### src/hdl/backend_load_balancer_select_macros.svh
// ----------------------------------------------------------------------------
// Assertion macros for the backend load balancer select block
// Implication checks on the local clock and reset; empty under synthesis.
// ----------------------------------------------------------------------------
`ifndef BACKEND_LOAD_BALANCER_SELECT_MACROS_SVH
`define BACKEND_LOAD_BALANCER_SELECT_MACROS_SVH
`ifndef SYNTH
// Consequent must hold in the same cycle as the antecedent.
`define LBS_ASSERT_SAME(lbl, pre, post) \
   lbl: assert property (@(posedge clock) disable iff (reset) (pre) |-> (post)) \
      else $error("lbs assertion failed");
// Consequent must hold in the cycle after the antecedent.
`define LBS_ASSERT_NEXT(lbl, pre, post) \
   lbl: assert property (@(posedge clock) disable iff (reset) (pre) |=> (post)) \
      else $error("lbs assertion failed");
`else
`define LBS_ASSERT_SAME(lbl, pre, post)
`define LBS_ASSERT_NEXT(lbl, pre, post)
`endif
`endif

### src/hdl/lbs_pkg.sv
// ----------------------------------------------------------------------------
// Load balancer select package
// Shared sizes, codes and transaction types.
// ----------------------------------------------------------------------------
package lbs_pkg;
   localparam int MAX_NODES = 16;
   localparam int IDX_W     = $clog2(MAX_NODES);
   localparam int CNT_W     = $clog2(MAX_NODES + 1);
   localparam int SUM_W     = 16 + IDX_W;
   localparam int CHOSEN_W  = 4;

   typedef enum logic [1:0] {
      OP_SELECT = 2'd0,
      OP_ADD    = 2'd1,
      OP_REMOVE = 2'd2,
      OP_SET    = 2'd3
   } op_type;

   localparam logic [2:0] STRAT_RR     = 3'd0;
   localparam logic [2:0] STRAT_LEAST  = 3'd1;
   localparam logic [2:0] STRAT_RANDOM = 3'd2;
   localparam logic [2:0] STRAT_WEIGHT = 3'd3;
   localparam logic [2:0] STRAT_HASH   = 3'd4;

   localparam logic [1:0] KEY_ID = 2'd0;
   localparam logic [1:0] KEY_IP = 2'd1;

   localparam logic [1:0] ST_OK    = 2'd0;
   localparam logic [1:0] ST_EMPTY = 2'd1;
   localparam logic [1:0] ST_FULL  = 2'd2;

   localparam logic CSR_STRATEGY = 1'b0;
   localparam logic CSR_KEY_SRC  = 1'b1;

   typedef struct packed {
      op_type      op;
      logic [15:0] node_id;
      logic [15:0] weight;
      logic [15:0] active_count;
      logic [31:0] random_value;
      logic [63:0] key;
   } cmd_type;

   typedef struct packed {
      logic [15:0] id;
      logic [15:0] weight;
      logic [15:0] active;
   } node_type;
endpackage

### src/hdl/lbs_front.sv
// ----------------------------------------------------------------------------
// Load balancer front end
// Accepts request transactions, picks the hash key and queues commands.
// ----------------------------------------------------------------------------
module lbs_front import lbs_pkg::*; (
   input  logic        clock,
   input  logic        reset,
   input  logic        req_push,
   output logic        req_full,
   input  logic [1:0]  req_operation,
   input  logic [15:0] req_node_id,
   input  logic [15:0] req_weight,
   input  logic [15:0] req_active_count,
   input  logic [31:0] req_random_value,
   input  logic [63:0] req_id_key_hash,
   input  logic [63:0] req_ip_key_hash,
   input  logic [63:0] req_opcode_key_hash,
   input  logic [1:0]  key_source,
   output logic        cmd_valid,
   output cmd_type     cmd,
   input  logic        cmd_take
);
   cmd_type    queue_ff [2];
   logic       wr_ptr_ff, wr_ptr_in, rd_ptr_ff, rd_ptr_in;
   logic [1:0] fill_ff, fill_in;
   logic       push_ok, take_ok;
   cmd_type    new_cmd;

   assign req_full  = (fill_ff == 2'd2);
   assign cmd_valid = (fill_ff != 2'd0);
   assign cmd       = queue_ff[rd_ptr_ff];
   assign push_ok   = req_push && !req_full;
   assign take_ok   = cmd_take && cmd_valid;

   always_comb begin
      new_cmd.op           = op_type'(req_operation);
      new_cmd.node_id      = req_node_id;
      new_cmd.weight       = req_weight;
      new_cmd.active_count = req_active_count;
      new_cmd.random_value = req_random_value;
      case (key_source)
         KEY_ID:  new_cmd.key = req_id_key_hash;
         KEY_IP:  new_cmd.key = req_ip_key_hash;
         default: new_cmd.key = req_opcode_key_hash;
      endcase
      wr_ptr_in = push_ok ? !wr_ptr_ff : wr_ptr_ff;
      rd_ptr_in = take_ok ? !rd_ptr_ff : rd_ptr_ff;
      fill_in   = fill_ff + 2'(push_ok) - 2'(take_ok);
   end

   always_ff @(posedge clock) begin
      if (reset) begin
         wr_ptr_ff <= 1'b0;
         rd_ptr_ff <= 1'b0;
         fill_ff   <= 2'd0;
      end else begin
         wr_ptr_ff <= wr_ptr_in;
         rd_ptr_ff <= rd_ptr_in;
         fill_ff   <= fill_in;
      end
   end

   always_ff @(posedge clock) begin
      if (push_ok) begin
         queue_ff[wr_ptr_ff] <= new_cmd;
      end
   end
endmodule

### src/hdl/lbs_div.sv
// ----------------------------------------------------------------------------
// Load balancer modulo unit
// Restoring remainder of a 64-bit dividend, two quotient bits per cycle.
// ----------------------------------------------------------------------------
module lbs_div import lbs_pkg::*; (
   input  logic             clock,
   input  logic             reset,
   input  logic             start,
   input  logic [63:0]      dividend,
   input  logic [SUM_W-1:0] divisor,
   output logic             done,
   output logic [SUM_W-1:0] remainder
);
   logic [63:0]      dvd_ff, dvd_in;
   logic [SUM_W-1:0] rem_ff, rem_in, dsr_ff, dsr_in;
   logic [4:0]       cnt_ff, cnt_in;
   logic             busy_ff, busy_in, done_ff, done_in;
   logic [SUM_W:0]   trial;

   assign done      = done_ff;
   assign remainder = rem_ff;

   always_comb begin
      dvd_in  = dvd_ff;
      rem_in  = rem_ff;
      dsr_in  = dsr_ff;
      cnt_in  = cnt_ff;
      busy_in = busy_ff;
      done_in = 1'b0;
      trial   = '0;
      if (start) begin
         dvd_in  = dividend;
         rem_in  = '0;
         dsr_in  = divisor;
         cnt_in  = '0;
         busy_in = 1'b1;
      end else if (busy_ff) begin
         for (int b = 0; b < 2; b++) begin
            trial = {rem_in, dvd_in[63]};
            dvd_in = {dvd_in[62:0], 1'b0};
            if (trial >= {1'b0, dsr_ff}) begin
               trial = trial - {1'b0, dsr_ff};
            end
            rem_in = trial[SUM_W-1:0];
         end
         cnt_in = cnt_ff + 5'd1;
         if (cnt_ff == 5'd31) begin
            busy_in = 1'b0;
            done_in = 1'b1;
         end
      end
   end

   always_ff @(posedge clock) begin
      if (reset) begin
         busy_ff <= 1'b0;
         done_ff <= 1'b0;
         cnt_ff  <= '0;
      end else begin
         busy_ff <= busy_in;
         done_ff <= done_in;
         cnt_ff  <= cnt_in;
      end
      dvd_ff <= dvd_in;
      rem_ff <= rem_in;
      dsr_ff <= dsr_in;
   end
endmodule

### src/hdl/lbs_back.sv
// ----------------------------------------------------------------------------
// Load balancer back end
// Node table, command sequencer and the result register.
// ----------------------------------------------------------------------------
`include "backend_load_balancer_select_macros.svh"
module lbs_back import lbs_pkg::*; (
   input  logic                clock,
   input  logic                reset,
   input  logic [2:0]          strategy,
   input  logic                cmd_valid,
   input  cmd_type             cmd,
   output logic                cmd_take,
   output logic                rsp_empty,
   input  logic                rsp_pop,
   output logic [1:0]          rsp_status,
   output logic [15:0]         rsp_chosen_id,
   output logic [CHOSEN_W-1:0] rsp_chosen_index
);
   typedef enum logic [2:0] {
      S_IDLE, S_SCAN, S_DIV, S_WPICK, S_READ, S_DONE
   } state_type;

   node_type            table_ff [MAX_NODES];
   state_type           state_ff, state_in;
   cmd_type             cmd_ff, cmd_in;
   logic [CNT_W-1:0]    count_ff, count_in, k_ff, k_in;
   logic [IDX_W-1:0]    idx_ff, idx_in, best_ff, best_in;
   logic [15:0]         best_val_ff, best_val_in;
   logic [SUM_W-1:0]    acc_ff, acc_in, acc_sum;
   logic [31:0]         rot_ff, rot_in;
   logic [1:0]          status_ff, status_in;
   logic                rsp_valid_ff, rsp_valid_in;
   logic [1:0]          rsp_status_ff, rsp_status_in;
   logic [15:0]         rsp_id_ff, rsp_id_in;
   logic [CHOSEN_W-1:0] rsp_index_ff, rsp_index_in;
   logic                div_start, div_done;
   logic [63:0]         div_dividend;
   logic [SUM_W-1:0]    div_divisor, div_rem;
   logic                we_all, we_active;
   logic [IDX_W-1:0]    waddr;
   node_type            wdata;
   node_type            cur;
   logic                last;

   lbs_div u_div (
      .clock     (clock),
      .reset     (reset),
      .start     (div_start),
      .dividend  (div_dividend),
      .divisor   (div_divisor),
      .done      (div_done),
      .remainder (div_rem)
   );

   assign cur              = table_ff[idx_ff];
   assign last             = ({1'b0, idx_ff} == count_ff - CNT_W'(1));
   assign acc_sum          = acc_ff + SUM_W'(cur.weight);
   assign rsp_empty        = !rsp_valid_ff;
   assign rsp_status       = rsp_status_ff;
   assign rsp_chosen_id    = rsp_id_ff;
   assign rsp_chosen_index = rsp_index_ff;

   always_comb begin
      state_in      = state_ff;
      cmd_in        = cmd_ff;
      count_in      = count_ff;
      k_in          = k_ff;
      idx_in        = idx_ff;
      best_in       = best_ff;
      best_val_in   = best_val_ff;
      acc_in        = acc_ff;
      rot_in        = rot_ff;
      status_in     = status_ff;
      rsp_valid_in  = rsp_valid_ff && !rsp_pop;
      rsp_status_in = rsp_status_ff;
      rsp_id_in     = rsp_id_ff;
      rsp_index_in  = rsp_index_ff;
      cmd_take      = 1'b0;
      div_start     = 1'b0;
      div_dividend  = '0;
      div_divisor   = SUM_W'(count_ff);
      we_all        = 1'b0;
      we_active     = 1'b0;
      waddr         = idx_ff;
      wdata         = cur;
      unique case (state_ff)
         S_IDLE: begin
            if (cmd_valid) begin
               cmd_take  = 1'b1;
               cmd_in    = cmd;
               status_in = ST_OK;
               idx_in    = '0;
               k_in      = '0;
               acc_in    = '0;
               state_in  = S_DONE;
               case (cmd.op) inside
                  OP_ADD: begin
                     if (count_ff >= CNT_W'(MAX_NODES)) begin
                        status_in = ST_FULL;
                     end else begin
                        we_all   = 1'b1;
                        waddr    = count_ff[IDX_W-1:0];
                        wdata    = '{id: cmd.node_id, weight: cmd.weight,
                                     active: cmd.active_count};
                        count_in = count_ff + CNT_W'(1);
                     end
                  end
                  OP_REMOVE, OP_SET: begin
                     if (count_ff != '0) begin
                        state_in = S_SCAN;
                     end
                  end
                  default: begin
                     if (count_ff == '0) begin
                        status_in = ST_EMPTY;
                     end else begin
                        case (strategy) inside
                           STRAT_RR: begin
                              div_start    = 1'b1;
                              div_dividend = 64'(rot_ff);
                              rot_in       = rot_ff + 32'd1;
                              state_in     = S_DIV;
                           end
                           STRAT_RANDOM: begin
                              div_start    = 1'b1;
                              div_dividend = 64'(cmd.random_value);
                              state_in     = S_DIV;
                           end
                           STRAT_HASH: begin
                              div_start    = 1'b1;
                              div_dividend = cmd.key;
                              state_in     = S_DIV;
                           end
                           STRAT_LEAST, STRAT_WEIGHT: state_in = S_SCAN;
                           default: status_in = ST_EMPTY;
                        endcase
                     end
                  end
               endcase
            end
         end
         S_SCAN: begin
            idx_in = idx_ff + IDX_W'(1);
            case (cmd_ff.op)
               OP_REMOVE: begin
                  if (cur.id != cmd_ff.node_id) begin
                     we_all = 1'b1;
                     waddr  = k_ff[IDX_W-1:0];
                     k_in   = k_ff + CNT_W'(1);
                  end
                  if (last) begin
                     count_in = k_in;
                     state_in = S_DONE;
                  end
               end
               OP_SET: begin
                  if (cur.id == cmd_ff.node_id) begin
                     we_active    = 1'b1;
                     wdata.active = cmd_ff.active_count;
                  end
                  if (last) begin
                     state_in = S_DONE;
                  end
               end
               default: begin
                  if (strategy == STRAT_LEAST) begin
                     if (idx_ff == '0 || cur.active < best_val_ff) begin
                        best_in     = idx_ff;
                        best_val_in = cur.active;
                     end
                     if (last) begin
                        idx_in   = best_in;
                        state_in = S_READ;
                     end
                  end else begin
                     acc_in = acc_sum;
                     if (last) begin
                        if (acc_sum == '0) begin
                           idx_in   = idx_ff;
                           state_in = S_READ;
                        end else begin
                           div_start    = 1'b1;
                           div_dividend = 64'(cmd_ff.random_value);
                           div_divisor  = acc_sum;
                           state_in     = S_DIV;
                        end
                     end
                  end
               end
            endcase
         end
         S_DIV: begin
            if (div_done) begin
               if (strategy == STRAT_WEIGHT) begin
                  acc_in   = div_rem;
                  idx_in   = '0;
                  state_in = S_WPICK;
               end else begin
                  idx_in   = div_rem[IDX_W-1:0];
                  state_in = S_READ;
               end
            end
         end
         S_WPICK: begin
            if (acc_ff < SUM_W'(cur.weight) || last) begin
               state_in = S_READ;
            end else begin
               acc_in = acc_ff - SUM_W'(cur.weight);
               idx_in = idx_ff + IDX_W'(1);
            end
         end
         S_READ: begin
            state_in = S_DONE;
         end
         S_DONE: begin
            if (!rsp_valid_in) begin
               rsp_valid_in  = 1'b1;
               rsp_status_in = status_ff;
               if (cmd_ff.op == OP_SELECT && status_ff == ST_OK) begin
                  rsp_id_in    = cur.id;
                  rsp_index_in = CHOSEN_W'(idx_ff);
               end else begin
                  rsp_id_in    = '0;
                  rsp_index_in = '0;
               end
               state_in = S_IDLE;
            end
         end
         default: state_in = S_IDLE;
      endcase
   end

   always_ff @(posedge clock) begin
      if (reset) begin
         state_ff     <= S_IDLE;
         count_ff     <= '0;
         rot_ff       <= '0;
         rsp_valid_ff <= 1'b0;
      end else begin
         state_ff     <= state_in;
         count_ff     <= count_in;
         rot_ff       <= rot_in;
         rsp_valid_ff <= rsp_valid_in;
      end
      cmd_ff        <= cmd_in;
      k_ff          <= k_in;
      idx_ff        <= idx_in;
      best_ff       <= best_in;
      best_val_ff   <= best_val_in;
      acc_ff        <= acc_in;
      status_ff     <= status_in;
      rsp_status_ff <= rsp_status_in;
      rsp_id_ff     <= rsp_id_in;
      rsp_index_ff  <= rsp_index_in;
   end

   always_ff @(posedge clock) begin
      if (we_all) begin
         table_ff[waddr] <= wdata;
      end else if (we_active) begin
         table_ff[waddr].active <= wdata.active;
      end
   end

   `LBS_ASSERT_SAME(a_count_range, 1'b1, count_ff <= CNT_W'(MAX_NODES))
   `LBS_ASSERT_NEXT(a_rsp_held, rsp_valid_ff && !rsp_pop, rsp_valid_ff)
   `LBS_ASSERT_SAME(a_take_idle, cmd_take, state_ff == S_IDLE)
   `LBS_ASSERT_SAME(a_full_status, state_ff == S_DONE && status_ff == ST_FULL,
                    count_ff == CNT_W'(MAX_NODES))
endmodule

### src/hdl/backend_load_balancer_select.sv
// ----------------------------------------------------------------------------
// Backend load balancer select, top level
// Keeps a compacted table of backend nodes and picks one per select request.
// ----------------------------------------------------------------------------
// Usage: request transactions are pushed on the req_ port while req_full is
// low; each one is an add, a remove by id, a set of the active count or a
// select. Every request yields exactly one response transaction, offered on
// the rsp_ port while rsp_empty is low and taken with rsp_pop. Strategy and
// hash key source are written through the csr_ port while the block is idle.
// Remove and set active count walk the table at one entry a cycle; least
// connections walks it once as well. Round robin, random and hash select
// run the modulo unit. A weighted select sums the weights, runs the modulo
// unit and walks the weights again. An add, or any request on an empty
// table, goes straight to its response.
// The sequencer handles one request at a time; a two-entry command queue takes
// new requests while it works. Reset empties the table, zeroes the rotation
// counter and selects round robin with the client id key. When the receiver
// stalls the response is held and the sequencer waits behind it.
// ----------------------------------------------------------------------------
module backend_load_balancer_select import lbs_pkg::*; (
   input  logic        clock,
   input  logic        reset,
   input  logic        req_push,
   output logic        req_full,
   input  logic [1:0]  req_operation,
   input  logic [15:0] req_node_id,
   input  logic [15:0] req_weight,
   input  logic [15:0] req_active_count,
   input  logic [31:0] req_random_value,
   input  logic [63:0] req_id_key_hash,
   input  logic [63:0] req_ip_key_hash,
   input  logic [63:0] req_opcode_key_hash,
   output logic        rsp_empty,
   input  logic        rsp_pop,
   output logic [1:0]  rsp_status,
   output logic [15:0] rsp_chosen_id,
   output logic [3:0]  rsp_chosen_index,
   input  logic        csr_write,
   input  logic        csr_index,
   input  logic [2:0]  csr_wdata
);
   // Configuration registers. User writes only while no transaction is in flight; the block does not enforce it.
   logic [2:0] strategy_ff, strategy_in;
   logic [1:0] key_src_ff, key_src_in;
   logic       cmd_valid, cmd_take;
   cmd_type    cmd;

   always_comb begin
      strategy_in = strategy_ff;
      key_src_in  = key_src_ff;
      if (csr_write) begin
         unique case (csr_index)
            CSR_STRATEGY: strategy_in = csr_wdata;
            CSR_KEY_SRC:  key_src_in  = csr_wdata[1:0];
            default:      strategy_in = strategy_ff;
         endcase
      end
   end

   always_ff @(posedge clock) begin
      if (reset) begin
         strategy_ff <= STRAT_RR;
         key_src_ff  <= KEY_ID;
      end else begin
         strategy_ff <= strategy_in;
         key_src_ff  <= key_src_in;
      end
   end

   // The front end resolves the hash key at acceptance, so the back end only
   // ever sees the one key it may need.
   lbs_front u_front (
      .clock               (clock),
      .reset               (reset),
      .req_push            (req_push),
      .req_full            (req_full),
      .req_operation       (req_operation),
      .req_node_id         (req_node_id),
      .req_weight          (req_weight),
      .req_active_count    (req_active_count),
      .req_random_value    (req_random_value),
      .req_id_key_hash     (req_id_key_hash),
      .req_ip_key_hash     (req_ip_key_hash),
      .req_opcode_key_hash (req_opcode_key_hash),
      .key_source          (key_src_ff),
      .cmd_valid           (cmd_valid),
      .cmd                 (cmd),
      .cmd_take            (cmd_take)
   );

   // The back end owns the node table and holds the response register.
   lbs_back u_back (
      .clock            (clock),
      .reset            (reset),
      .strategy         (strategy_ff),
      .cmd_valid        (cmd_valid),
      .cmd              (cmd),
      .cmd_take         (cmd_take),
      .rsp_empty        (rsp_empty),
      .rsp_pop          (rsp_pop),
      .rsp_status       (rsp_status),
      .rsp_chosen_id    (rsp_chosen_id),
      .rsp_chosen_index (rsp_chosen_index)
   );
endmodule
### config.mk
export PLATFORM = sky130hd
export DESIGN_NAME = backend_load_balancer_select
export DESIGN_NICKNAME = d
export VERILOG_FILES = /design/src/hdl/lbs_pkg.sv /design/src/hdl/lbs_front.sv /design/src/hdl/lbs_div.sv /design/src/hdl/lbs_back.sv /design/src/hdl/backend_load_balancer_select.sv
export VERILOG_INCLUDE_DIRS = /design/src /design/src/hdl
export SDC_FILE = /design/constraint.sdc
export NUM_CORES = 2
export LEC_CHECK = 0
export ABC_AREA = 1
export ABC_CLOCK_PERIOD_IN_PS = 10940
export BUFFER_PORTS_ARGS = -buffer_cell sky130_fd_sc_hd__buf_4
export CAP_MARGIN = 20
export CORE_ASPECT_RATIO = 0.75
export CORE_MARGIN = 2
export CORE_UTILIZATION = 25
export CTS_CLUSTER_SIZE = 12
export DETAILED_ROUTE_END_ITERATION = 6
export PLACE_DENSITY_LB_ADDON = 0.12
export SETUP_SLACK_MARGIN = 0.5
export SLEW_MARGIN = 20
export SYNTH_ARGS = -nofsm -noshare
export SYNTH_HDL_FRONTEND = slang
export SYNTH_SLANG_ARGS = --single-unit
### constraint.sdc
create_clock -name clock -period 10.94 [get_ports clock]
set_input_delay 2.188 -clock clock [delete_from_list [all_inputs] [get_ports clock]]
set_output_delay 2.188 -clock clock [all_outputs]
set_load 0.03 [all_outputs]
# [Yosys cells after proc, flatten, opt, wreduce, memory -nomap -nowiden]
# Memories as Yosys holds them, arrays and structs flattened. A register that Yosys moved wholly into a read port is not among the register bits.
# Index checks and enable logic that the tools add are counted.
[word_totals] reg_bits=300 ram_bits=1060 elab_cells=265 mem_count=2
[memory_table] name="u_back.table_ff" depth=16 width=48 rd=1 rd_ports_with_merged_regs=1 write_ports=1 line="lbs_back.sv:23" source="node_type table_ff [MAX_NODES];"
[memory_table] name="u_front.queue_ff" depth=2 width=146 rd=1 rd_ports_with_merged_regs=1 write_ports=1 line="lbs_front.sv:23" source="cmd_type queue_ff [2];"
[classes] add_sub_neg=12 n_lt_le_gt_ge=5 n_eq_ne=33 mux=132 bitwise=10 reduce_logical=42
[ops] operator="$mux 64" count=12
[ops] operator="$pmux 64 s2" count=2
[ops] operator="$mux 20" count=10
[ops] operator="$mux 48" count=3
[ops] operator="$pmux 20 s4" count=1
[ops] operator="$mux 5" count=13
[ops] operator="$mux 32" count=2
[ops] operator="$mux 4" count=16
[ops] operator="$mux 3" count=19
[ops] operator="$mux 16" count=3
[ops] operator="$ge 21x20->1" count=2
[ops] operator="$sub 20x20->20" count=2
[ops] operator="$mux 1" count=36
[ops] operator="$add 32x1->32 const B" count=1
[ops] operator="$pmux 16 s2" count=1
[ops] operator="$add 20x16->20" count=1
[ops] operator="$logic_not 20->1" count=1
[ops] operator="$lt 20x16->1" count=1
[ops] operator="$pmux 5 s2" count=2
[ops] operator="$sub 20x16->20" count=1
[ops] operator="$pmux 3 s6" count=1
[ops] operator="$eq 16x16->1" count=1
[ops] operator="$lt 16x16->1" count=1
[ops] operator="$ne 16x16->1" count=1
[ops] operator="41 further kinds" count=101

# [Longest topological paths before layout]
[depth] word_depth=12 ltp_mapped=33 mapped_depth_nobuf=28

# [By module]
# Synthesis repeated with hierarchy kept, for this count alone.
[unflattened] hier_cells=5741 hier_area_um2=62406.1
[by_module_without_submodules] module="lbs_back" n_inst=1 cells_each=3885 area_per_inst_um2=42499.5
[by_module_without_submodules] module="lbs_front" n_inst=1 cells_each=771 area_per_inst_um2=12208.0
[by_module_without_submodules] module="lbs_div" n_inst=1 cells_each=1054 area_per_inst_um2=7489.7
[by_module_without_submodules] module="backend_load_balancer_select" n_inst=1 cells_each=31 area_per_inst_um2=209.0

# [Least setup slack after synthesis]
# No wires, ideal clock.
[synth_timing] path_kind="input to register" from="in req_push" to="mem u_front.queue_ff[1][0] (netlist name), enable pin" setup_time_ns=0.655 t_arrival_ns=8.412 t_required_ns=10.285 path_slack_ns=1.873 stages=2 cell_sequence="o21ai_0 -> nor2_1"
[synth_between] elab_chain_cells=3
[synth_lines] item="from (decl)" line="backend_load_balancer_select.sv:23" source="input logic req_push,"
[synth_lines] item="$logic_and 1x1->1" line="lbs_front.sv:32" source="assign push_ok = req_push && !req_full;"
[synth_lines] item="$mux 1" line="lbs_front.sv:64" source="if (push_ok) begin"
[synth_lines] item="$mux 1 (implied by the code)" line="lbs_front.sv:65" source="queue_ff[wr_ptr_ff] <= new_cmd;"
[synth_lines] item="to (decl)" line="lbs_front.sv:23"
# Every way passes these cells.

==> key figures <==
Run status
  • Outcome: complete, no violations

STA
  • Fmax: 129 MHz
  • Final worst-path cycle share: 70.9%
  • RSZ-0062 raised after global routing: false
  • Final hold vios: 0
  • Final setup margin: 3.18 ns
  • Final min period: 7.76 ns
  • Setup violations, final: 0
  • Slew headroom: 26.8%
  • Final TNS setup: 0 ns
  • Worst Tran Pin Value: 1.10 ns
  • Worst clock skew: 0.0659 ns
  • Final Max Slew Viols: 0
  • Hold slack final: 0.449 ns

Global route
  • Largest net degree at the start of global routing: 141
  • First-pass GRT wire length: 303 mm
  • GRT Residual Overflow: 0
  • Vias in the first global route: 42149
  • Initial antenna violation count: 12
  • GR Util All Layers: 16.5%

Placement
  • Pre-CTS WS: 2.96 ns
  • Port buffer count: 306
  • Post-DP HPWL: 129 mm
  • Placed insts: 9086
  • Placer Congestion: 0.862

Floorplanning
  • Die H: 432 um
  • Die W: 575 um
  • Total die area: 249000 um^2
  • Starting Density: 25.1%
  • Row count: 157
  • Core Region: 244000 um^2
  • I/O Pins: 307

Routing
  • DR DRC count: 0
  • Post-DR wirelength/cell: 22.4 um
  • Drt first pass iters: 6
  • Detailed-route via count: 43137
  • Final ANT Viol Nets: 0
  • Final wirelength: 210 mm
  • Starting DRT DRC Count: 3684
  • Routed vias/inst: 4.61

Synth
  • Syn Nets: 6084
  • Cells after Synth: 5700
  • Yosys warns: 0
  • Top cells by area, synth: edfxtp_1 63%, nand2_1 8.0%, o21ai_0 3.8%, nand3_1 3.2%, nor2_1 3.0%
  • Mapped cell area: 61200 um^2
  • Top_reg_cell synth: edfxtp_1
  • Top cell type by total area after synthesis: edfxtp_1
  • Ys async rst share: 0%
  • Top-area cell type share of the netlist area: 63.0%
  • Post-synthesis sequential area ratio: 65.6%
  • Cell variety after synth: 58
  • Post-Syn Area per Cell: 10.7 um^2
  • EDFF count, synth: 1283
  • #FFs+latches synth: 1365

Worst hold path
  • Worst min path class: register to register
  • Hold path startpoint: u_front.rd_ptr_ff$_SDFFE_PP0P_
  • Hold path cells: 1

Power
  • Pwr Density: 293 nW/um^2
  • Total power: 21.2 mW
  • Leakage: 26.8 nW
  • Max VDD drop: 0.120 mV

Clock tree
  • Hold_buf cts: 0
  • Sink Count: 1365
  • CTS Buffer Depth: 4
  • Cts repair resizes: 0
  • Cts bufs inserted: 161
  • TritonCTS clock tree: done
  • Clk root buf: clkbuf_16
  • # Post-CTS Setup Buffers: 0
  • H-tree levels: 4
  • Clock slew at reported path FFs: 0.06 ns
  • Worst skew pair latency: 0.83 ns

Run
  • Max_cap viols: 0

Critical path
  • Arrival time worst endpoint: 8.15 ns
  • WP depth: 27
  • CP Launch Type: register
  • WP buf/inv: 8
  • CP top delay family: buffers and inverters
  • Slowest-stage cell, CP: dfxtp_4
  • Type of the worst setup path: register to register
  • Max stage delay on crit path: 0.92 ns
  • CP Data Required Time: 11.33 ns
  • CP max FO: 73
  • Worst setup EP type: register
  • Worst r2r path cells: 27
  • CP dominant cell by count: nand2_1

Final layout
  • Area growth from synthesis to layout: 18.4%
  • Finished Layout Cells: 9364
  • Share of layout cells above drive strength 1: 12.5%
  • Final nets: 6377
## worst register-to-register path: stages, from the launching register on
cell and delay (ns):
dfxtp_4 0.92, buf_4 0.70, buf_4 0.55, buf_16 0.32
o21ai_0 0.18, o221ai_1 0.24, nand3_1 0.12, nand2_1 0.33
inv_1 0.09, ha_1 0.54, inv_1 0.08, nand2_1 0.07
nand2_1 0.08, a21oi_2 0.24, nand2_1 0.15, nand3_1 0.10
nand2_1 0.09, xor2_1 0.18, nor2_1 0.09, nand3_1 0.11
nor2_1 0.06, nand2_2 0.16, nand3_4 0.28, nand2_4 0.48
nor2_1 0.09, buf_4 0.22, inv_2 0.06, buf_4 0.69
## registers in the layout, indices dropped and copies added, names as in the netlist, 3 cells and up, named ones only
name and count:
u_back.acc_ff 20, u_back.idx_ff 4, u_back.best_val_ff 16, u_back.u_div.dsr_ff 20, strategy_ff 3, u_back.u_div.dvd_ff 64, u_back.state_ff 3, u_back.cmd_ff 66
u_back.rsp_chosen_id 16, u_back.best_ff 4, u_back.count_ff 5, u_back.table_ff 768, u_back.u_div.remainder 20, u_back.rsp_chosen_index 4, u_back.rot_ff 32, u_back.k_ff 5
u_back.u_div.cnt_ff 5, u_front.queue_ff 292
## kinds of logic (layout without fill, tap and decap cells)
| family | count (synthesis) | count (layout) | synth area share, % |
|---|---|---|---|
| other | 0 | 4 | 0 |
| and+or+nand+nor | 2398 | 2398 | 16.4 |
| DFF | 1365 | 1365 | 65.6 |
| buffers and inverters | 756 | 1157 | 4.85 |
| muxes | 32 | 32 | 0.523 |
| adders and majority gates | 101 | 101 | 2.11 |
| xor gates and xnor gates | 62 | 62 | 0.912 |
| AOI/OAI and AO/OA | 986 | 986 | 9.60 |
## layout by cell type, fill, tap and decap left out, drive strengths merged, types with 6 or more instances in the layout
cell and n:
a21o 6, a21oi 158, a221oi 6, a22oi 58, a31oi 17, buf 426, clkbuf 206, clkinv 57
dfxtp 82, edfxtp 1283, ha 97, inv 463, mux2i 32, nand2 1319, nand3 399, nand3b 32
nand4 31, nor2 508, nor3 63, nor4 11, o211ai 51, o21a 6, o21ai 484, o21bai 14
o221ai 118, o22ai 54, or2 32, xnor2 21, xor2 41
## synth_stat cells, drive strengths merged, types with 2 or more instances
cell    count
a21oi     158
o21a        6
mux2i      32
clkinv      2
fa          4
a221oi      6
a31oi      17
a211oi      4
inv       457
dfxtp      82
edfxtp   1283
nand3b     32
a21o        6
o21ai     484
o22ai      54
a22oi      58
nand2    1319
or2        32
a21boi      5
o221ai    118
xor2       41
buf       109
nand3     399
o211ai     51
o21bai     14
ha         97
nor3       63
xnor2      21
nand4      31
nor2      508
clkbuf    188
nor4       11
## power breakdown
| part | switching, mW | internal [mW] |
|---|---|---|
| combinational | 6.10 | 2.13 |
| clock | 2.17 | 2.89 |
| sequential | 0.365 | 7.56 |
| total | 8.64 | 12.6 |
## final timing paths
check / endpoint / slack (ns)
worst max-delay path: u_back.u_div.dvd_ff[47]$_DFFE_PP_ / 3.18
worst min-delay path: register / 0.45
worst min register to register: register / 0.45
worst max register to register: u_back.u_div.dvd_ff[47]$_DFFE_PP_ / 3.18
## layer usage
metal  part of all wire (%)  GRT usage (%)
met5                      0              0
met4                    1.8           3.62
met3                    4.0           2.21
met2                     45           25.9
met1                     49           24.0
## area by class of cell
cell class | count | area [um^2]
repair buffers | 427 | 3280
well taps | 3259 | 4080
clock inverters | 66 | 432
diodes | 4 | 10.0
fillers | 25059 | 171000
flip-flops and latches | 1365 | 40200
inverters | 459 | 1740
multi-input cells | 3579 | 18400
clock buffers | 205 | 4320
## stage by stage
stage          util (%)  area [um^2]
6_report           29.7        72400
5_1_grt            29.7        72400
4_1_cts            29.7        72300
3_5_place_dp       27.7        67600
3_3_place_gp       27.7        67500
2_1_floorplan         -        61200
No activity file was read; power rests on OpenSTA's default activity.
